[src/hw/rtl/b2nd_pkg.sv]
`default_nettype none
package b2nd_pkg;

   localparam int MAX_SYM_BITS = 6;
   localparam int QUEUE_DEPTH = 4;
   localparam int GROUP_W = 40;
   localparam int CNT_W = 6;
   localparam int ITEMS_W = 3;

   localparam logic [2:0] ST_BYTE = 3'd0;
   localparam logic [2:0] ST_OK = 3'd1;
   localparam logic [2:0] ST_INVALID = 3'd2;
   localparam logic [2:0] ST_EXCESS_PAD = 3'd3;
   localparam logic [2:0] ST_AFTER_PAD = 3'd4;
   localparam logic [2:0] ST_UNUSED = 3'd5;
   localparam logic [2:0] ST_MISSING_PAD = 3'd6;

   localparam logic [3:0] ALPH_BIN = 4'd0;
   localparam logic [3:0] ALPH_OCT = 4'd1;
   localparam logic [3:0] ALPH_HEX = 4'd2;
   localparam logic [3:0] ALPH_HEX_UC = 4'd3;
   localparam logic [3:0] ALPH_B32HEX = 4'd4;
   localparam logic [3:0] ALPH_B32HEX_UC = 4'd5;
   localparam logic [3:0] ALPH_B32 = 4'd6;
   localparam logic [3:0] ALPH_B32_UC = 4'd7;
   localparam logic [3:0] ALPH_ZB32 = 4'd8;
   localparam logic [3:0] ALPH_B64 = 4'd9;
   localparam logic [3:0] ALPH_B64URL = 4'd10;

   localparam logic [1:0] CSR_ALPHABET_SEL = 2'd0;
   localparam logic [1:0] CSR_PAD_ENABLE = 2'd1;

   typedef struct packed {
      logic [GROUP_W-1:0] group;
      logic [ITEMS_W-1:0] items;
      logic               is_end;
      logic [2:0]         status;
   } entry_type;

   typedef struct packed {
      logic full;
      logic empty;
   } queue_status_type;

   function automatic logic [2:0] sym_bits(input logic [3:0] sel);
      logic [2:0] b;
      case (sel)
         ALPH_BIN: b = 3'd1;
         ALPH_OCT: b = 3'd3;
         ALPH_HEX, ALPH_HEX_UC: b = 3'd4;
         ALPH_B32HEX, ALPH_B32HEX_UC, ALPH_B32, ALPH_B32_UC, ALPH_ZB32: b = 3'd5;
         ALPH_B64, ALPH_B64URL: b = 3'd6;
         default: b = 3'd0;
      endcase
      return b;
   endfunction

   function automatic logic [CNT_W-1:0] grp_bits(input logic [3:0] sel);
      logic [CNT_W-1:0] g;
      case (sel)
         ALPH_BIN, ALPH_HEX, ALPH_HEX_UC: g = 6'd8;
         ALPH_OCT, ALPH_B64, ALPH_B64URL: g = 6'd24;
         ALPH_B32HEX, ALPH_B32HEX_UC, ALPH_B32, ALPH_B32_UC, ALPH_ZB32: g = 6'd40;
         default: g = 6'd0;
      endcase
      return g;
   endfunction

   function automatic logic [7:0] zb32_lookup(input logic [7:0] ch);
      logic [7:0] r;
      case (ch)
         "y": r = 8'd0;   "b": r = 8'd1;   "n": r = 8'd2;   "d": r = 8'd3;
         "r": r = 8'd4;   "f": r = 8'd5;   "g": r = 8'd6;   "8": r = 8'd7;
         "e": r = 8'd8;   "j": r = 8'd9;   "k": r = 8'd10;  "m": r = 8'd11;
         "c": r = 8'd12;  "p": r = 8'd13;  "q": r = 8'd14;  "x": r = 8'd15;
         "o": r = 8'd16;  "t": r = 8'd17;  "1": r = 8'd18;  "u": r = 8'd19;
         "w": r = 8'd20;  "i": r = 8'd21;  "s": r = 8'd22;  "z": r = 8'd23;
         "a": r = 8'd24;  "3": r = 8'd25;  "4": r = 8'd26;  "5": r = 8'd27;
         "h": r = 8'd28;  "7": r = 8'd29;  "6": r = 8'd30;  "9": r = 8'd31;
         default: r = 8'hff;
      endcase
      return r;
   endfunction

   // {hit, value}
   function automatic logic [MAX_SYM_BITS:0] char_lookup(input logic [3:0] sel,
                                                         input logic [7:0] ch);
      logic       ok;
      logic [7:0] v;
      logic       dig, lc, uc;
      ok = 1'b0;
      v = '0;
      dig = (ch >= "0") && (ch <= "9");
      lc = (ch >= "a") && (ch <= "z");
      uc = (ch >= "A") && (ch <= "Z");
      case (sel)
         ALPH_BIN: begin
            if (ch == "0" || ch == "1") begin
               ok = 1'b1; v = ch - "0";
            end
         end
         ALPH_OCT: begin
            if (ch >= "0" && ch <= "7") begin
               ok = 1'b1; v = ch - "0";
            end
         end
         ALPH_HEX, ALPH_B32HEX: begin
            if (dig) begin
               ok = 1'b1; v = ch - "0";
            end else if (ch >= "a" && ((sel == ALPH_HEX && ch <= "f") ||
                                       (sel == ALPH_B32HEX && ch <= "v"))) begin
               ok = 1'b1; v = 8'(ch - "a") + 8'd10;
            end
         end
         ALPH_HEX_UC, ALPH_B32HEX_UC: begin
            if (dig) begin
               ok = 1'b1; v = ch - "0";
            end else if (ch >= "A" && ((sel == ALPH_HEX_UC && ch <= "F") ||
                                       (sel == ALPH_B32HEX_UC && ch <= "V"))) begin
               ok = 1'b1; v = 8'(ch - "A") + 8'd10;
            end
         end
         ALPH_B32: begin
            if (lc) begin
               ok = 1'b1; v = ch - "a";
            end else if (ch >= "2" && ch <= "7") begin
               ok = 1'b1; v = 8'(ch - "2") + 8'd26;
            end
         end
         ALPH_B32_UC: begin
            if (uc) begin
               ok = 1'b1; v = ch - "A";
            end else if (ch >= "2" && ch <= "7") begin
               ok = 1'b1; v = 8'(ch - "2") + 8'd26;
            end
         end
         ALPH_ZB32: begin
            v = zb32_lookup(ch);
            ok = (v != 8'hff);
         end
         ALPH_B64, ALPH_B64URL: begin
            if (uc) begin
               ok = 1'b1; v = ch - "A";
            end else if (lc) begin
               ok = 1'b1; v = 8'(ch - "a") + 8'd26;
            end else if (dig) begin
               ok = 1'b1; v = 8'(ch - "0") + 8'd52;
            end else if ((sel == ALPH_B64 && ch == "+") ||
                         (sel == ALPH_B64URL && ch == "-")) begin
               ok = 1'b1; v = 8'd62;
            end else if ((sel == ALPH_B64 && ch == "/") ||
                         (sel == ALPH_B64URL && ch == "_")) begin
               ok = 1'b1; v = 8'd63;
            end
         end
         default: begin
            ok = 1'b0;
            v = '0;
         end
      endcase
      return {ok, v[MAX_SYM_BITS-1:0]};
   endfunction

endpackage
`default_nettype wire

[src/hw/rtl/b2nd_front.sv]
`default_nettype none
module b2nd_front import b2nd_pkg::*; #(
   parameter int MAX_BITS_PER_SYMBOL = MAX_SYM_BITS
) (
   input  wire logic             clock,
   input  wire logic             reset,
   input  wire logic             req_valid,
   output logic                  req_stall,
   input  wire logic             req_cmd,
   input  wire logic [7:0]       req_symbol,
   input  wire logic             csr_valid,
   output logic                  csr_ready,
   input  wire logic [1:0]       csr_index,
   input  wire logic [3:0]       csr_wdata,
   input  wire queue_status_type q_status,
   output logic                  push,
   output entry_type             push_entry
);

   logic [3:0]         sel_ff, sel_in;
   logic               pad_en_ff, pad_en_in;
   logic [GROUP_W-1:0] group_ff, group_in;
   logic [CNT_W-1:0]   gbc_ff, gbc_in;
   logic [CNT_W-1:0]   dbc_ff, dbc_in;
   logic               pad_seen_ff, pad_seen_in;
   logic [2:0]         err_ff, err_in;

   logic [2:0]               b;
   logic [CNT_W-1:0]         g;
   logic                     usable;
   logic [MAX_SYM_BITS:0]    lk;
   logic [MAX_BITS_PER_SYMBOL-1:0] sym_val;
   logic                     is_pad;
   logic [GROUP_W-1:0]       grp_n;
   logic [CNT_W-1:0]         gbc_n, dbc_n;
   logic [2:0]               err_end;
   logic [ITEMS_W-1:0]       nbytes_end;
   logic                     accept, csr_wr;

   assign csr_ready = 1'b1;
   assign req_stall = q_status.full;
   assign accept = req_valid && !req_stall;
   assign csr_wr = csr_valid && csr_ready;

   assign b = sym_bits(sel_ff);
   assign g = grp_bits(sel_ff);
   assign usable = (sel_ff <= ALPH_B64URL) && (int'(b) <= MAX_BITS_PER_SYMBOL);
   assign lk = char_lookup(sel_ff, req_symbol);
   assign sym_val = lk[MAX_BITS_PER_SYMBOL-1:0];
   assign is_pad = pad_en_ff && (req_symbol == "=");
   assign grp_n = (group_ff << b) | (is_pad ? '0 : GROUP_W'(sym_val));
   assign gbc_n = gbc_ff + CNT_W'(b);
   assign dbc_n = dbc_ff + (is_pad ? '0 : CNT_W'(b));

   always_comb begin
      err_end = err_ff;
      nbytes_end = '0;
      if (err_ff == ST_BYTE && gbc_ff != '0) begin
         if (pad_en_ff) begin
            err_end = ST_MISSING_PAD;
         end else if (dbc_ff[2:0] >= b) begin
            err_end = ST_UNUSED;
         end else begin
            nbytes_end = dbc_ff[5:3];
         end
      end
   end

   always_comb begin
      sel_in = sel_ff;
      pad_en_in = pad_en_ff;
      group_in = group_ff;
      gbc_in = gbc_ff;
      dbc_in = dbc_ff;
      pad_seen_in = pad_seen_ff;
      err_in = err_ff;
      push = 1'b0;
      push_entry = '0;
      if (csr_wr && (csr_index == CSR_ALPHABET_SEL || csr_index == CSR_PAD_ENABLE)) begin
         if (csr_index == CSR_ALPHABET_SEL) begin
            sel_in = csr_wdata;
         end else begin
            pad_en_in = csr_wdata[0];
         end
         group_in = '0;
         gbc_in = '0;
         dbc_in = '0;
         pad_seen_in = 1'b0;
         err_in = ST_BYTE;
      end else if (accept && !req_cmd) begin
         if (err_ff == ST_BYTE) begin
            if (!usable) begin
               err_in = ST_INVALID;
            end else if (is_pad && dbc_ff == '0) begin
               err_in = ST_EXCESS_PAD;
            end else if (!is_pad && !lk[MAX_SYM_BITS]) begin
               err_in = ST_INVALID;
            end else if (!is_pad && pad_seen_ff) begin
               err_in = ST_AFTER_PAD;
            end else begin
               pad_seen_in = pad_seen_ff | is_pad;
               if (gbc_n >= g) begin
                  group_in = '0;
                  gbc_in = '0;
                  dbc_in = '0;
                  if (dbc_n[2:0] >= b) begin
                     err_in = ST_UNUSED;
                  end else if (dbc_n[5:3] != '0) begin
                     push = 1'b1;
                     push_entry.group = grp_n << (CNT_W'(GROUP_W) - gbc_n);
                     push_entry.items = dbc_n[5:3];
                     push_entry.is_end = 1'b0;
                     push_entry.status = ST_BYTE;
                  end
               end else begin
                  group_in = grp_n;
                  gbc_in = gbc_n;
                  dbc_in = dbc_n;
               end
            end
         end
      end else if (accept) begin
         // end of string: zero-fill, flush and report
         push = 1'b1;
         push_entry.group = group_ff << (CNT_W'(GROUP_W) - gbc_ff);
         push_entry.items = nbytes_end + ITEMS_W'(1);
         push_entry.is_end = 1'b1;
         push_entry.status = (err_end != ST_BYTE) ? err_end : ST_OK;
         group_in = '0;
         gbc_in = '0;
         dbc_in = '0;
         pad_seen_in = 1'b0;
         err_in = ST_BYTE;
      end
   end

   always_ff @(posedge clock) begin
      if (reset) begin
         sel_ff <= ALPH_B64;
         pad_en_ff <= 1'b0;
         group_ff <= '0;
         gbc_ff <= '0;
         dbc_ff <= '0;
         pad_seen_ff <= 1'b0;
         err_ff <= ST_BYTE;
      end else begin
         sel_ff <= sel_in;
         pad_en_ff <= pad_en_in;
         group_ff <= group_in;
         gbc_ff <= gbc_in;
         dbc_ff <= dbc_in;
         pad_seen_ff <= pad_seen_in;
         err_ff <= err_in;
      end
   end

endmodule
`default_nettype wire

[src/hw/rtl/b2nd_queue.sv]
`default_nettype none
module b2nd_queue import b2nd_pkg::*; #(
   parameter int DEPTH = QUEUE_DEPTH
) (
   input  wire logic       clock,
   input  wire logic       reset,
   input  wire logic       push,
   input  wire entry_type  push_entry,
   input  wire logic       pop,
   output entry_type       head,
   output queue_status_type q_status
);

   localparam int PTR_W = (DEPTH > 1) ? $clog2(DEPTH) : 1;
   localparam int CNT_QW = $clog2(DEPTH + 1);

   entry_type         slots_ff [DEPTH];
   logic [PTR_W-1:0]  wr_ptr_ff, wr_ptr_in;
   logic [PTR_W-1:0]  rd_ptr_ff, rd_ptr_in;
   logic [CNT_QW-1:0] count_ff, count_in;

   assign head = slots_ff[rd_ptr_ff];
   assign q_status.full = (count_ff == CNT_QW'(DEPTH));
   assign q_status.empty = (count_ff == '0);

   always_comb begin
      wr_ptr_in = wr_ptr_ff;
      rd_ptr_in = rd_ptr_ff;
      if (push) begin
         wr_ptr_in = (wr_ptr_ff == PTR_W'(DEPTH - 1)) ? '0 : wr_ptr_ff + PTR_W'(1);
      end
      if (pop) begin
         rd_ptr_in = (rd_ptr_ff == PTR_W'(DEPTH - 1)) ? '0 : rd_ptr_ff + PTR_W'(1);
      end
      count_in = count_ff + CNT_QW'(push) - CNT_QW'(pop);
   end

   always_ff @(posedge clock) begin
      if (push) begin
         slots_ff[wr_ptr_ff] <= push_entry;
      end
   end

   always_ff @(posedge clock) begin
      if (reset) begin
         wr_ptr_ff <= '0;
         rd_ptr_ff <= '0;
         count_ff <= '0;
      end else begin
         wr_ptr_ff <= wr_ptr_in;
         rd_ptr_ff <= rd_ptr_in;
         count_ff <= count_in;
      end
   end

   a_no_overflow: assert property (@(posedge clock) disable iff (reset)
      push |-> !q_status.full)
      else $error("queue push while full");

   a_no_underflow: assert property (@(posedge clock) disable iff (reset)
      pop |-> !q_status.empty)
      else $error("queue pop while empty");

endmodule
`default_nettype wire

[src/hw/rtl/b2nd_back.sv]
`default_nettype none
module b2nd_back import b2nd_pkg::*; (
   input  wire logic             clock,
   input  wire logic             reset,
   input  wire entry_type        head,
   input  wire queue_status_type q_status,
   output logic                  pop,
   output logic                  rsp_valid,
   input  wire logic             rsp_stall,
   output logic [7:0]            rsp_data_byte,
   output logic [2:0]            rsp_status,
   output logic                  rsp_last
);

   logic      cur_valid_ff, cur_valid_in;
   entry_type cur_ff, cur_in;
   logic       rsp_valid_ff, rsp_valid_in;
   logic [7:0] rsp_data_ff, rsp_data_in;
   logic [2:0] rsp_status_ff, rsp_status_in;
   logic       rsp_last_ff, rsp_last_in;

   logic out_free, emit, final_item, status_item;

   assign out_free = !rsp_valid_ff || !rsp_stall;
   assign emit = cur_valid_ff && out_free;
   assign final_item = (cur_ff.items == ITEMS_W'(1));
   assign status_item = cur_ff.is_end && final_item;
   assign pop = !q_status.empty && (!cur_valid_ff || (emit && final_item));

   always_comb begin
      cur_valid_in = cur_valid_ff;
      cur_in = cur_ff;
      if (pop) begin
         cur_valid_in = 1'b1;
         cur_in = head;
      end else if (emit) begin
         if (final_item) begin
            cur_valid_in = 1'b0;
         end else begin
            cur_in.items = cur_ff.items - ITEMS_W'(1);
            cur_in.group = cur_ff.group << 8;
         end
      end
   end

   always_comb begin
      rsp_valid_in = rsp_valid_ff;
      rsp_data_in = rsp_data_ff;
      rsp_status_in = rsp_status_ff;
      rsp_last_in = rsp_last_ff;
      if (out_free) begin
         rsp_valid_in = emit;
         if (status_item) begin
            rsp_data_in = 8'h00;
            rsp_status_in = cur_ff.status;
            rsp_last_in = 1'b1;
         end else begin
            rsp_data_in = cur_ff.group[GROUP_W-1 -: 8];
            rsp_status_in = ST_BYTE;
            rsp_last_in = 1'b0;
         end
      end
   end

   always_ff @(posedge clock) begin
      cur_ff <= cur_in;
      rsp_data_ff <= rsp_data_in;
      rsp_status_ff <= rsp_status_in;
      rsp_last_ff <= rsp_last_in;
   end

   always_ff @(posedge clock) begin
      if (reset) begin
         cur_valid_ff <= 1'b0;
         rsp_valid_ff <= 1'b0;
      end else begin
         cur_valid_ff <= cur_valid_in;
         rsp_valid_ff <= rsp_valid_in;
      end
   end

   assign rsp_valid = rsp_valid_ff;
   assign rsp_data_byte = rsp_data_ff;
   assign rsp_status = rsp_status_ff;
   assign rsp_last = rsp_last_ff;

   a_items_nonzero: assert property (@(posedge clock) disable iff (reset)
      cur_valid_ff |-> cur_ff.items != '0)
      else $error("entry in work with no words left");

   a_byte_not_last: assert property (@(posedge clock) disable iff (reset)
      (rsp_valid_ff && rsp_status_ff == ST_BYTE) |-> !rsp_last_ff)
      else $error("data word flagged as last");

endmodule
`default_nettype wire

[src/hw/rtl/base2n_text_decoder_unit.sv]
`default_nettype none
// base2n text decoder
// req channel: one word per item, req_cmd 0 carries a text character in req_symbol,
// req_cmd 1 marks end of string. accepted when req_valid is high and req_stall low.
// rsp channel: decoded bytes (rsp_status 0), then one status word with rsp_last 1
// at each end of string; on an error status the bytes of that string are to be dropped.
// csr channel: csr_index 0 selects the alphabet, 1 enables '=' padding; writes are
// always taken (csr_ready is always high); those to index 0 or 1 restart the string.
// throughput: one req word per cycle while req_stall is low; rsp delivers one word
// per cycle while rsp_stall is low, one per decoded byte. a 4-entry queue between
// the character front end and the byte sequencer absorbs bursts; req_stall rises
// when it is full. group bytes pass a queue slot, the current entry and rsp registers.
// reset: alphabet back to base64, padding off; string state, queue and rsp_valid cleared.
// a stalled rsp word holds; the queue then fills and req_stall follows.
module base2n_text_decoder_unit import b2nd_pkg::*; #(
   parameter int MAX_BITS_PER_SYMBOL = MAX_SYM_BITS,
   parameter int Q_DEPTH = QUEUE_DEPTH
) (
   input  wire logic       clock,
   input  wire logic       reset,
   input  wire logic       req_valid,
   output logic            req_stall,
   input  wire logic       req_cmd,
   input  wire logic [7:0] req_symbol,
   output logic            rsp_valid,
   input  wire logic       rsp_stall,
   output logic [7:0]      rsp_data_byte,
   output logic [2:0]      rsp_status,
   output logic            rsp_last,
   input  wire logic       csr_valid,
   output logic            csr_ready,
   input  wire logic [1:0] csr_index,
   input  wire logic [3:0] csr_wdata
);

   logic             push, pop;
   entry_type        push_entry, head;
   queue_status_type q_status;

   b2nd_front #(
      .MAX_BITS_PER_SYMBOL(MAX_BITS_PER_SYMBOL)
   ) u_front (
      .clock      (clock),
      .reset      (reset),
      .req_valid  (req_valid),
      .req_stall  (req_stall),
      .req_cmd    (req_cmd),
      .req_symbol (req_symbol),
      .csr_valid  (csr_valid),
      .csr_ready  (csr_ready),
      .csr_index  (csr_index),
      .csr_wdata  (csr_wdata),
      .q_status   (q_status),
      .push       (push),
      .push_entry (push_entry)
   );

   b2nd_queue #(
      .DEPTH(Q_DEPTH)
   ) u_queue (
      .clock      (clock),
      .reset      (reset),
      .push       (push),
      .push_entry (push_entry),
      .pop        (pop),
      .head       (head),
      .q_status   (q_status)
   );

   b2nd_back u_back (
      .clock         (clock),
      .reset         (reset),
      .head          (head),
      .q_status      (q_status),
      .pop           (pop),
      .rsp_valid     (rsp_valid),
      .rsp_stall     (rsp_stall),
      .rsp_data_byte (rsp_data_byte),
      .rsp_status    (rsp_status),
      .rsp_last      (rsp_last)
   );

endmodule
`default_nettype wire
[config.mk]
export PLATFORM = sky130hd
export DESIGN_NAME = base2n_text_decoder_unit
export DESIGN_NICKNAME = d
export VERILOG_FILES = /design/src/hw/rtl/b2nd_pkg.sv /design/src/hw/rtl/b2nd_front.sv /design/src/hw/rtl/b2nd_queue.sv /design/src/hw/rtl/b2nd_back.sv /design/src/hw/rtl/base2n_text_decoder_unit.sv
export SDC_FILE = /design/constraint.sdc
export NUM_CORES = 1
export LEC_CHECK = 0
export BUFFER_PORTS_ARGS = -buffer_cell sky130_fd_sc_hd__buf_2
export CORE_MARGIN = 2
export CORE_UTILIZATION = 30
export CTS_BUF_LIST = sky130_fd_sc_hd__clkbuf_2
export CTS_CLUSTER_DIAMETER = 50
export DETAILED_ROUTE_END_ITERATION = 8
export GPL_TIMING_DRIVEN = 0
export PLACE_DENSITY = 0.5
export REMOVE_ABC_BUFFERS = 1
export SYNTH_ARGS = -nofsm -noshare
export SYNTH_HDL_FRONTEND = slang
export SYNTH_SLANG_ARGS = --single-unit
[constraint.sdc]
create_clock -name clock -period 7.3 [get_ports clock]
set_input_delay 1.095 -clock clock [delete_from_list [all_inputs] [get_ports clock]]
set_output_delay 1.095 -clock clock [all_outputs]
set_load 0.02 [all_outputs]
Yosys cells after proc, flatten, opt, wreduce, memory -nomap -nowiden
Memories as Yosys holds them, arrays and structs flattened. A register that Yosys moved wholly into a read port is not among the register bits.
Index checks and enable logic that the tools add are counted.
{"block": "totals", "n_memories": 4, "output_inout_bits": 15, "romBits": 1120, "input_bits": 20, "ram_bits": 188, "regBits": 129, "latchBits": 0}
{"block": "op_classes", "n_reduce_logical": 65, "bitwise": 3, "add_sub_neg": 19, "multipliers": 0, "shift": 3, "div": 0, "mux": 119, "order_cmp": 17, "eq_ne": 31}
{"memory": "(no name shown)", "words": 128, "width": 8, "read_ports": 1, "rd_clocked_by_memory_dff": 0, "write_ports": 0, "line_no": "b2nd_pkg.sv:71", "rtl": "case (ch)"}
{"memory": "u_queue.slots_ff", "words": 4, "width": 47, "read_ports": 1, "rd_clocked_by_memory_dff": 1, "write_ports": 1, "line_no": "b2nd_queue.sv:17", "rtl": "entry_type slots_ff [DEPTH];"}
{"memory": "(no name shown)", "words": 16, "width": 3, "read_ports": 1, "rd_clocked_by_memory_dff": 1, "write_ports": 0, "line_no": "b2nd_pkg.sv:60", "rtl": "case (sel)"}
{"memory": "(no name shown)", "words": 16, "width": 3, "read_ports": 1, "rd_clocked_by_memory_dff": 1, "write_ports": 0, "line_no": "b2nd_pkg.sv:47", "rtl": "case (sel)"}
{"op": "47-bit 2-to-1 mux", "n": 11}
{"op": "40-bit 2-to-1 mux", "n": 8}
{"op": "6-bit 2-to-1 mux", "n": 30}
{"op": "43-bit 2-to-1 mux", "n": 3}
{"op": "40-bit by 6-bit << shifter with 40-bit output", "n": 2}
{"op": "3-bit 2-to-1 mux", "n": 17}
{"op": "8-bit by 6-bit equality test with 1-bit output (second input constant)", "n": 6}
{"op": "8-bit by 7-bit less-or-equal comparator with 1-bit output (second input constant)", "n": 6}
{"op": "6-bit case mux with 8 select lines", "n": 1}
{"op": "40-bit OR", "n": 1}
{"op": "40-bit by 3-bit << shifter with 40-bit output", "n": 1}
{"op": "1-bit 2-to-1 mux", "n": 38}
{"op": "1-bit logical AND", "n": 28}
{"op": "6-bit subtractor (second input constant)", "n": 3}
{"op": "4-bit by 3-bit equality test with 1-bit output (second input constant)", "n": 4}
{"op": "8-bit by 6-bit >= comparator with 1-bit output (second input constant)", "n": 2}
{"op": "8-bit by 7-bit >= comparator with 1-bit output (second input constant)", "n": 2}
{"op": "8-bit by 6-bit less-or-equal comparator with 1-bit output (second input constant)", "n": 2}
{"op": "4-bit 2-to-1 mux", "n": 4}
{"op": "8-bit 2-to-1 mux", "n": 2}
{"op": "6-bit by 4-bit adder with 6-bit output (second input constant)", "n": 2}
{"op": "6-bit by 5-bit adder with 6-bit output (second input constant)", "n": 2}
{"op": "4-bit equality test (second input constant)", "n": 3}
{"op": "6-bit != test (second input constant)", "n": 2}
{"op": "41 further kinds", "n": 77}

Logic depth before layout (Yosys ltp)
Gate-level depths: netlist of run 1.
{"block": "logic_depth", "word_depth": 22, "mapped_depth": 23}

Modules after synthesis
A second synthesis of run 1 with hierarchy kept.
{"block": "hier_totals", "hier_cells": 2095, "hier_area_um2": 22177.5}
{"mod": "b2nd_front", "n_inst": 1, "area_per_inst_um2": 11992.8, "cells_each": 1586, "seq_area_each_um2": 1321.3}
{"mod": "b2nd_queue", "n_inst": 1, "area_per_inst_um2": 7254.5, "cells_each": 287, "seq_area_each_um2": 5825.6}
{"mod": "b2nd_back", "n_inst": 1, "area_per_inst_um2": 2930.3, "cells_each": 222, "seq_area_each_um2": 1811.7}

Least setup slack after synthesis of run 1
Ideal clock, no wire load.
{"block": "synth_path", "kind": "input-to-reg", "startpoint": "input req_symbol[1]", "endpoint": "memory u_queue.slots_ff[0][0] (netlist name), enable pin", "setup_ns": 0.409, "arrival_ns": 5.167, "cell_stages": 18, "slack_ns": 1.723, "cell_sequence": "buf_4 buf_2 inv_1 ha_1 and3_1 nand2_1 and2_1 ha_1 fa_1 xor2_1 ha_1 nor2_1 a21oi_1 nand3b_1 nor2_1 a31o_2 buf_2 and2_1"}
{"block": "synth_between", "elab_chain_cells": 19}
{"item": "from (decl)", "line_no": "base2n_text_decoder_unit.sv:24", "rtl": "input wire logic [7:0] req_symbol,"}
{"item": "parallel branches: the longest is 12 deep, another holds memory read 128 x 8 bit"}
{"item": "1-bit 2-to-1 mux *", "line_no": "b2nd_front.sv:94", "rtl": "end else if (is_pad && dbc_ff == '0) begin"}
{"item": "1-bit 2-to-1 mux *", "line_no": "b2nd_front.sv:92", "rtl": "if (!usable) begin"}
{"item": "1-bit 2-to-1 mux *", "line_no": "b2nd_front.sv:91", "rtl": "if (err_ff == ST_BYTE) begin"}
{"item": "1-bit 2-to-1 mux *", "line_no": "b2nd_front.sv:90", "rtl": "end else if (accept && !req_cmd) begin"}
{"item": "1-bit 2-to-1 mux *", "line_no": "b2nd_front.sv:79", "rtl": "if (csr_wr && (csr_index == CSR_ALPHABET_SEL || csr_index == CSR_PAD_ENABLE)) begin"}
{"item": "named net push", "line_no": "base2n_text_decoder_unit.sv:36", "rtl": "logic push, pop;"}
{"item": "1-bit 2-to-1 mux *", "line_no": "b2nd_queue.sv:39", "rtl": "if (push) begin"}
{"item": "1-bit 2-to-1 mux (not written as such) *", "line_no": "b2nd_queue.sv:40", "rtl": "slots_ff[wr_ptr_ff] <= push_entry;"}
{"item": "to (decl)", "line_no": "b2nd_queue.sv:17"}
Mark *: on every way through the listed nets, which the timed path passes. The select of a mux whose other input is x is not followed.

==> results by group, run 1 <==
Cells and area
  – Nets@finish: 2,164
  – Final core utilization: 0.332
  – Most common cell after layout, fill and taps aside: nand2_1
  – Synth-to-Final Area Change: 9.87%
  – Commonest cells after routing, fill and taps aside: nand2_1 (251), edfxtp_1 (247), nor2_1 (156), a21oi_1 (143), clkbuf_2 (129)
  – Layout cells sized above 1: 0.218
  – Layout fillers: ~7,500
  – Finished Layout Cells: between 3,000 and 4,000

Detailed routing
  – Initial drt markers: about 1,200
  – Wire length on met1: slightly above 30 mm
  – Uppermost layer routed: met4
  – Met2 Wirelength: between 30 and 40 mm
  – Routed Antenna Nets: 0
  – Total wire length: between 60 and 70 mm
  – Via density: ~5.6
  – TritonRoute pass-1 iters: 6
  – Avg WL per Cell: roughly 22 um
  – DRC errors left: 0
  – Via Count: 17,525
  – DR WL met3: roughly 3.5 mm

Synthesis
  – Mapped Cells: between 2,000 and 2,500
  – Yosys warns: 0
  – Post-synth EDFFs: 247
  – Asr flop ratio synth: 0
  – Synth Area in Simple Gates: 0.150
  – Number of distinct library cells after synthesis: between 100 and 150
  – Synth Area in Compound Gates: 0.153
  – Xor and xnor area share after synthesis: 0.0155
  – Post-synthesis mux area share: 0.202
  – Synth Flop Type: edfxtp_1
  – Synthesized area: around 22,000 um2
  – Seq cells post-synth: between 300 and 400
  – Largest family of logic cells by synthesized area: multiplexers
  – Sequential share of the synthesized area: 0.407
  – Post-synthesis adder-cell area fraction: 0.0328
  – Avg Inst Size Synth: 10.5 um2

STA
  – Peak Freq: between 100 and 150 MHz
  – Hold_ws: a little over 0.3 ns
  – Final setup margin: between 0.4 and 0.5 ns
  – Slew of the pin with the lowest slew margin: between 1 and 1.5 ns
  – Normalized max-slew margin: 0.0948
  – Slew Viols, Final: 0
  – Clock skew: between 0.1 and 0.15 ns
  – Final hold viol count: 0
  – Min Tclk post-route: 6.80 ns
  – Period utilisation layout: 0.932
  – Final setup violating endpoints: 0
  – RSZ-0062 raised after global routing: no

Floorplanning
  – Initial Utilization: 0.302
  – Ports: 35
  – Die area: ~76,000 um2
  – Die width: around 270 um
  – Core area: 72,800 um2
  – Cell Rows: slightly below 100
  – Die Y: between 200 and 300 um

Power and ir drop
  – Max IR drop VDD: between 0.00015 and 0.0002 V
  – P per Cell Area: around 230 nW/um2
  – Leak Pwr: roughly 8.7 nW

Placed design
  – Count of input and output buffers: 33
  – RePlAce Congestion: between 0.9 and 1
  – Pre-CTS setup slack: -0.937 ns
  – Detailed placer's ending HPWL: 50.3 mm
  – Placed Instances: ~3,000

Worst setup path
  – WP data arrival: between 7 and 8 ns
  – Critical Path End Type: flip-flop
  – Worst Setup EP: u_queue.slots_ff[1][20]$_DFFE_PP_
  – Flop2flop setup slack: 0.56 ns
  – Reg2Reg Depth: 11
  – Crit Path Category: input pin to flip-flop
  – CP Max Fanout: 25
  – Critical Path RT: ~8.1 ns
  – Reg-to-Reg Start: u_front.b[0]$_DFF_P_
  – FF-to-FF End: u_queue.slots_ff[2][43]$_DFFE_PP_
  – CP startpoint kind: input pin
  – Setup crit start: req_symbol[4]

Global route
  – Pin count of the biggest net entering global routing: between 40 and 50
  – Gr usage total: 0.182
  – Initial antenna violation count: 2
  – GR Overflow Total: 0
  – First-pass GRT wire length: roughly 110 mm
  – Vias in the first global route: roughly 17,000

CTS
  – CTS Hold Bufs: 0
  – TritonCTS buffer count: a little under 90
  – Worst-skew pair later-pin latency: between 1 and 1.5 ns
  – H-Tree Depth: 3
  – # clock sinks: ~320
  – Post-CTS Setup Bufs: 0
  – Clock tree from TritonCTS: built
  – Clk slew on worst S/H paths: roughly 0.10 ns
  – CTS Buffer Depth: 3
  – Root Driver: clkbuf_2

Hold path
  – Hold Startpoint: csr_wdata[0]
  – Hold crit path type: input pin to flip-flop

Run
  – Max Cap Viol: 0

Outcome
  – Status: finished, final reports clean
[cell type report]
type	instances	area [um2]	share of cell area
Tap cell	959	1200	0.0496
Clock buffer	129	646	0.0267
Clock inverter	26	205	0.00848
Timing Repair Buffer	56	582	0.0241
Antenna cell	1	2.50	0.000103
Sequential cell	324	8970	0.371
Inverter	50	191	0.00791
Multi-Input combinational cell	1569	12400	0.512
[Yosys cell counts, drive strengths merged (7+ instances only)]
library cell	n	area share
nand2b	26	0.0074
nor4	11	0.0037
or2	8	0.0023
inv	48	0.0082
a21oi	146	0.034
mux4	126	0.13
nor2b	13	0.0037
mux2	70	0.036
buf	56	0.014
edfxtp	247	0.34
o21ai	106	0.024
o22ai	12	0.0034
a21o	14	0.0048
xor2	14	0.0056
and2	28	0.0080
mux2i	83	0.038
dfxtp	77	0.070
o211ai	24	0.0082
and3	28	0.0080
a211oi	22	0.0080
xnor2	24	0.0099
clkbuf	96	0.016
nand3b	7	0.0030
nand4	7	0.0020
ha	53	0.030
a22oi	18	0.0061
nand2	252	0.043
a32oi	10	0.0043
o31ai	13	0.0044
a211o	14	0.0056
nor3	37	0.0089
nor2	157	0.027
or3	17	0.0048
a31oi	17	0.0051
nand3	80	0.018
[layer usage]
metal	vias to the layer above	track usage
li1	8088	-
met1	8841	0.245
met2	496	0.298
met3	100	0.0300
met4	0	0.0602
met5	-	0
[metrics by stage]
| stage | TNS (ns) | instance area (um2) | power [W] |
|---|---|---|---|
| after floorplan | -6.57 | 21300 | 0.00369 |
| after global placement | -703.22 | 22700 | 0.00428 |
| after detailed placement | -33.66 | 23300 | 0.00436 |
| after CTS | 0 | 24200 | 0.00576 |
| after global routing | 0 | 24200 | 0.00603 |
| final | 0 | 24200 | 0.00567 |
[state kept, by name, summed over array words and instances (netlist names), 4 cells and up, named ones only]
signal                count
u_front.sel_ff            4
u_back.cur_ff            47
u_front.gbc_ff            6
u_front.group_ff         40
u_back.rsp_data_byte      8
u_queue.slots_ff        188
u_front.dbc_ff            6
[where the power goes]
group / switching, W / internal [W] / leakage [nW]
Combinational: 0.00112 / 0.000779 / 4.74
Clock: 0.000781 / 0.000587 / 0.634
Sequential: 0.000131 / 0.00228 / 3.30
Total: 0.00203 / 0.00364 / 8.67
[worst max-delay path, cell delays in order]
cell and delay [ns]:
buf_2 0.40, ha_1 0.53, nor3b_1 0.48, nand2_1 0.29, and2_1 0.24, ha_1 0.22, fa_1 0.45, xor2_1 0.25
ha_1 0.28, nor2_1 0.10, a21oi_1 0.06, nand3b_1 0.25, nor4_2 0.80, and4_1 0.32, a211oi_2 0.13, nor4_1 1.10
nand2_1 0.19, o21ai_1 0.37
[cell families (layout without fill, tap and decap cells)]
family	count (synthesis)	after routing
AO/OA/AOI/OAI	497	497
flip-flops	324	324
adder cells (fa/ha/maj)	56	56
AND/OR/NAND/NOR	698	698
other	1	2
XOR/XNOR	38	38
buffers and inverters	202	261
multiplexers	279	279
[timing repair]
item / 4_1_cts / 5_1_grt
setup endpoints to repair: 76 / 36
hold endpoints to repair: 0 / 0
gates resized for setup: 3 / 3
[worst min path at each step]
stage,end,cells past startpoint
final,u_front.sel_ff[0]$_SDFFE_PP1P_,2
after global routing,u_front.sel_ff[0]$_SDFFE_PP1P_,2
after CTS,u_front.sel_ff[0]$_SDFFE_PP1P_,2
after detailed placement,u_front.group_ff[39]$_SDFFE_PP0P_,2
after global placement,u_front.group_ff[39]$_SDFFE_PP0P_,2
after floorplan,u_front.group_ff[39]$_SDFFE_PP0P_,2
Power figures use the tool's default switching activity.
==> inputs of run 2 (changes only) <==
- CELL_PAD_IN_SITES_DETAIL_PLACEMENT: unset -> 1
- CELL_PAD_IN_SITES_GLOBAL_PLACEMENT: unset -> 1
- CORE_MARGIN: 2 -> unset
- PLACE_DENSITY: 0.5 -> 0.58
==> results by group, run 2 (same netlist as run 1, synthesis figures left out) <==
Detailed routing
  – Avg WL per Cell: 23.9 um (+7.7%)
  – Routed Antenna Nets: 0 (unchanged)
  – DRC errors left: 0 (unchanged)
  – Via Count: 17,658 (+0.76%)
  – Initial drt markers: 1,228 (-1.4%)
  – TritonRoute pass-1 iters: 7 (+1)
  – Total wire length: 74.5 mm (+7.6%)
  – Via density: 5.67 (+0.79%)

Cells and area
  – Finished Layout Cells: 3,113 (-0.032%)
  – Most common cell after layout, fill and taps aside: nand2_1
  – Layout fillers: 8,059 (+7.9%)
  – Commonest cells after routing, fill and taps aside: nand2_1 (251), edfxtp_1 (247), nor2_1 (156), a21oi_1 (143), mux4_2 (126)
  – Max reg flops: 188 (unchanged)
  – Synth-to-Final Area Change: 10.1%
  – Nets@finish: 2,169 (+0.23%)
  – Top Registers: u_queue.slots_ff: 188 flops, u_back.cur_ff: 47 flops, u_front.group_ff: 40 flops
  – Layout cells sized above 1: 0.218 (about the same)
  – Biggest register: u_queue.slots_ff

STA
  – Min Tclk post-route: 7.12 ns (+0.311 ns)
  – Normalized max-slew margin: 0.0131 (-0.0817)
  – Slew of the pin with the lowest slew margin: 1.47 ns (+0.121 ns)
  – Final setup margin: 0.184 ns (-0.311 ns)
  – Setup_tns: 0 ns (unchanged)
  – Final hold viol count: 0 (unchanged)
  – Period utilisation layout: 0.975 (+0.0427)
  – Slew Viols, Final: 0 (unchanged)
  – Clock skew: 0.132 ns (+0.0310 ns)
  – Peak Freq: 141 MHz (-4.4%)
  – Final setup violating endpoints: 0 (unchanged)

CTS
  – CTS Hold Bufs: 0 (unchanged)
  – # clock sinks: 324 (unchanged)
  – H-Tree Depth: 3 (unchanged)
  – CTS Buffer Depth: 3 (unchanged)
  – Clk slew on worst S/H paths: 0.10 ns (about the same)
  – TritonCTS buffer count: 87 (unchanged)
  – Clock tree from TritonCTS: built
  – Post-CTS Setup Bufs: 0 (unchanged)
  – Root Driver: clkbuf_2
  – Worst-skew pair later-pin latency: 1.13 ns (+0.05 ns)

Worst setup path
  – Setup crit start: req_symbol[4]
  – FF-to-FF End: u_queue.slots_ff[0][18]$_DFFE_PP_
  – CP startpoint kind: input pin
  – WP data arrival: 7.88 ns (+0.29 ns)
  – Critical Path RT: 8.06 ns (-0.02 ns)
  – Crit Path Category: input pin to flip-flop
  – Flop2flop setup slack: 0.32 ns (-0.24 ns)
  – Reg-to-Reg Start: u_front.gbc_ff[0]$_SDFFE_PP0P_
  – CP Max Fanout: 25 (unchanged)
  – Reg2Reg Depth: 16 (+5)
  – Worst Setup EP: u_queue.slots_ff[0][18]$_DFFE_PP_
  – Critical Path End Type: flip-flop

Outcome
  – Status: finished, violations left
  – Failing checks: max-capacitance violations

Power and ir drop
  – P per Cell Area: 237 nW/um2 (+0.84%)
  – Max IR drop VDD: 0.000167 V (-13%)
  – Leak Pwr: 8.69 nW (+0.23%)

Global route
  – First-pass GRT wire length: 114 mm (+7.4%)
  – Vias in the first global route: 18,219 (+5.8%)
  – Initial antenna violation count: 4 (+2)
  – Gr usage total: 0.199 (+0.0166)
  – GR Overflow Total: 0 (unchanged)
  – Pin count of the biggest net entering global routing: 48 (unchanged)

Floorplanning
  – Die width: 273 um (-0.73%)
  – Cell Rows: 98 (-1.0%)
  – Initial Utilization: 0.305 (+0.00308)
  – Ports: 35 (unchanged)
  – Core area: 72,100 um2 (-1.0%)
  – Die area: 74,500 um2 (-1.4%)
  – Die Y: 273 um (-0.73%)

Run
  – Max Cap Viol: 1 (+1)

Placed design
  – RePlAce Congestion: 0.993 (+4.0%)
  – Detailed placer's ending HPWL: 54.3 mm (+8.0%)
  – Count of input and output buffers: 33 (unchanged)
  – Pre-CTS setup slack: -1.04 ns (-0.107 ns)
  – Placed Instances: 2,953 (-0.17%)

Hold path
  – Hold crit path type: input pin to flip-flop
==> run 2: final cells by class <==
| class | count | area [um2] | share of cell area |
|---|---|---|---|
| clock inverters | 35 | 239 | 0.00985 |
| diodes | 3 | 7.51 | 0.000310 |
| inverters | 50 | 188 | 0.00774 |
| repair inverters | 1 | 5.00 | 0.000206 |
| well taps | 950 | 1190 | 0.0490 |
| multi-input cells | 1569 | 12400 | 0.511 |
| repair buffers | 60 | 653 | 0.0269 |
| flip-flops and latches | 324 | 8970 | 0.370 |
| clock buffers | 121 | 606 | 0.0250 |
==> run 2: per-stage QoR <==
| stage | hold WS [ns] | utilization | power (W) | cell area (um2) |
|---|---|---|---|---|
| 2_1_floorplan | 0.439 | - | 0.00369 | 21300 |
| 3_3_place_gp | 0.459 | 0.315 | 0.00430 | 22700 |
| 3_5_place_dp | 0.477 | 0.324 | 0.00442 | 23400 |
| 4_1_cts | 0.176 | 0.336 | 0.00583 | 24200 |
| 5_1_grt | 0.248 | 0.336 | 0.00608 | 24300 |
| 6_report | 0.295 | 0.336 | 0.00574 | 24300 |
==> run 2: worst min-delay path by stage <==
stage                                           start                                 to  slack (ns)  cells past startpoint
floorplan           u_front.group_ff[39]$_SDFFE_PP0P_  u_front.group_ff[39]$_SDFFE_PP0P_        0.44                      2
global route                             csr_wdata[1]     u_front.sel_ff[1]$_SDFFE_PP0P_        0.25                      3
CTS                                      csr_wdata[0]     u_front.sel_ff[0]$_SDFFE_PP1P_        0.18                      2
finish                                   csr_wdata[0]     u_front.sel_ff[0]$_SDFFE_PP1P_        0.29                      2
global placement    u_front.group_ff[39]$_SDFFE_PP0P_  u_front.group_ff[39]$_SDFFE_PP0P_        0.46                      2
detailed placement  u_queue.rd_ptr_ff[1]$_SDFFE_PP0P_                          flip-flop        0.48                      2
==> run 2: what timing repair did <==
| item | in CTS | in global routing |
|---|---|---|
| gates resized for setup | 3 | 3 |
| pin swaps | 0 | 0 |
| cloned | 1 | 0 |
| endpoints found under the setup margin | 132 | 24 |
==> run 2: metal layers <==
metal / GRT usage / part of all wire / up-vias
met5: 0 / 0 / -
met4: 0.0642 / 0.025 / 0
met3: 0.0250 / 0.043 / 103
met2: 0.329 / 0.48 / 417
met1: 0.269 / 0.45 / 9064
li1: - / - / 8074
==> run 2: critical path: stages <==
cell and delay [ns]:
buf_2 0.40, ha_1 0.55, nor3b_1 0.53, nand2_1 0.32
and2_1 0.26, ha_1 0.21, fa_1 0.44, xor2_1 0.25
ha_1 0.28, nor2_1 0.10, a21oi_1 0.07, nand3b_1 0.27
nor4_2 0.77, and4_1 0.30, a211oi_2 0.13, nor4_1 1.20
nand2_1 0.21, o211ai_1 0.46
==> run 2: where the power goes <==
group	switching, W	internal [W]
registers	0.000133	0.00228
clock network	0.000804	0.000565
logic	0.00116	0.000795
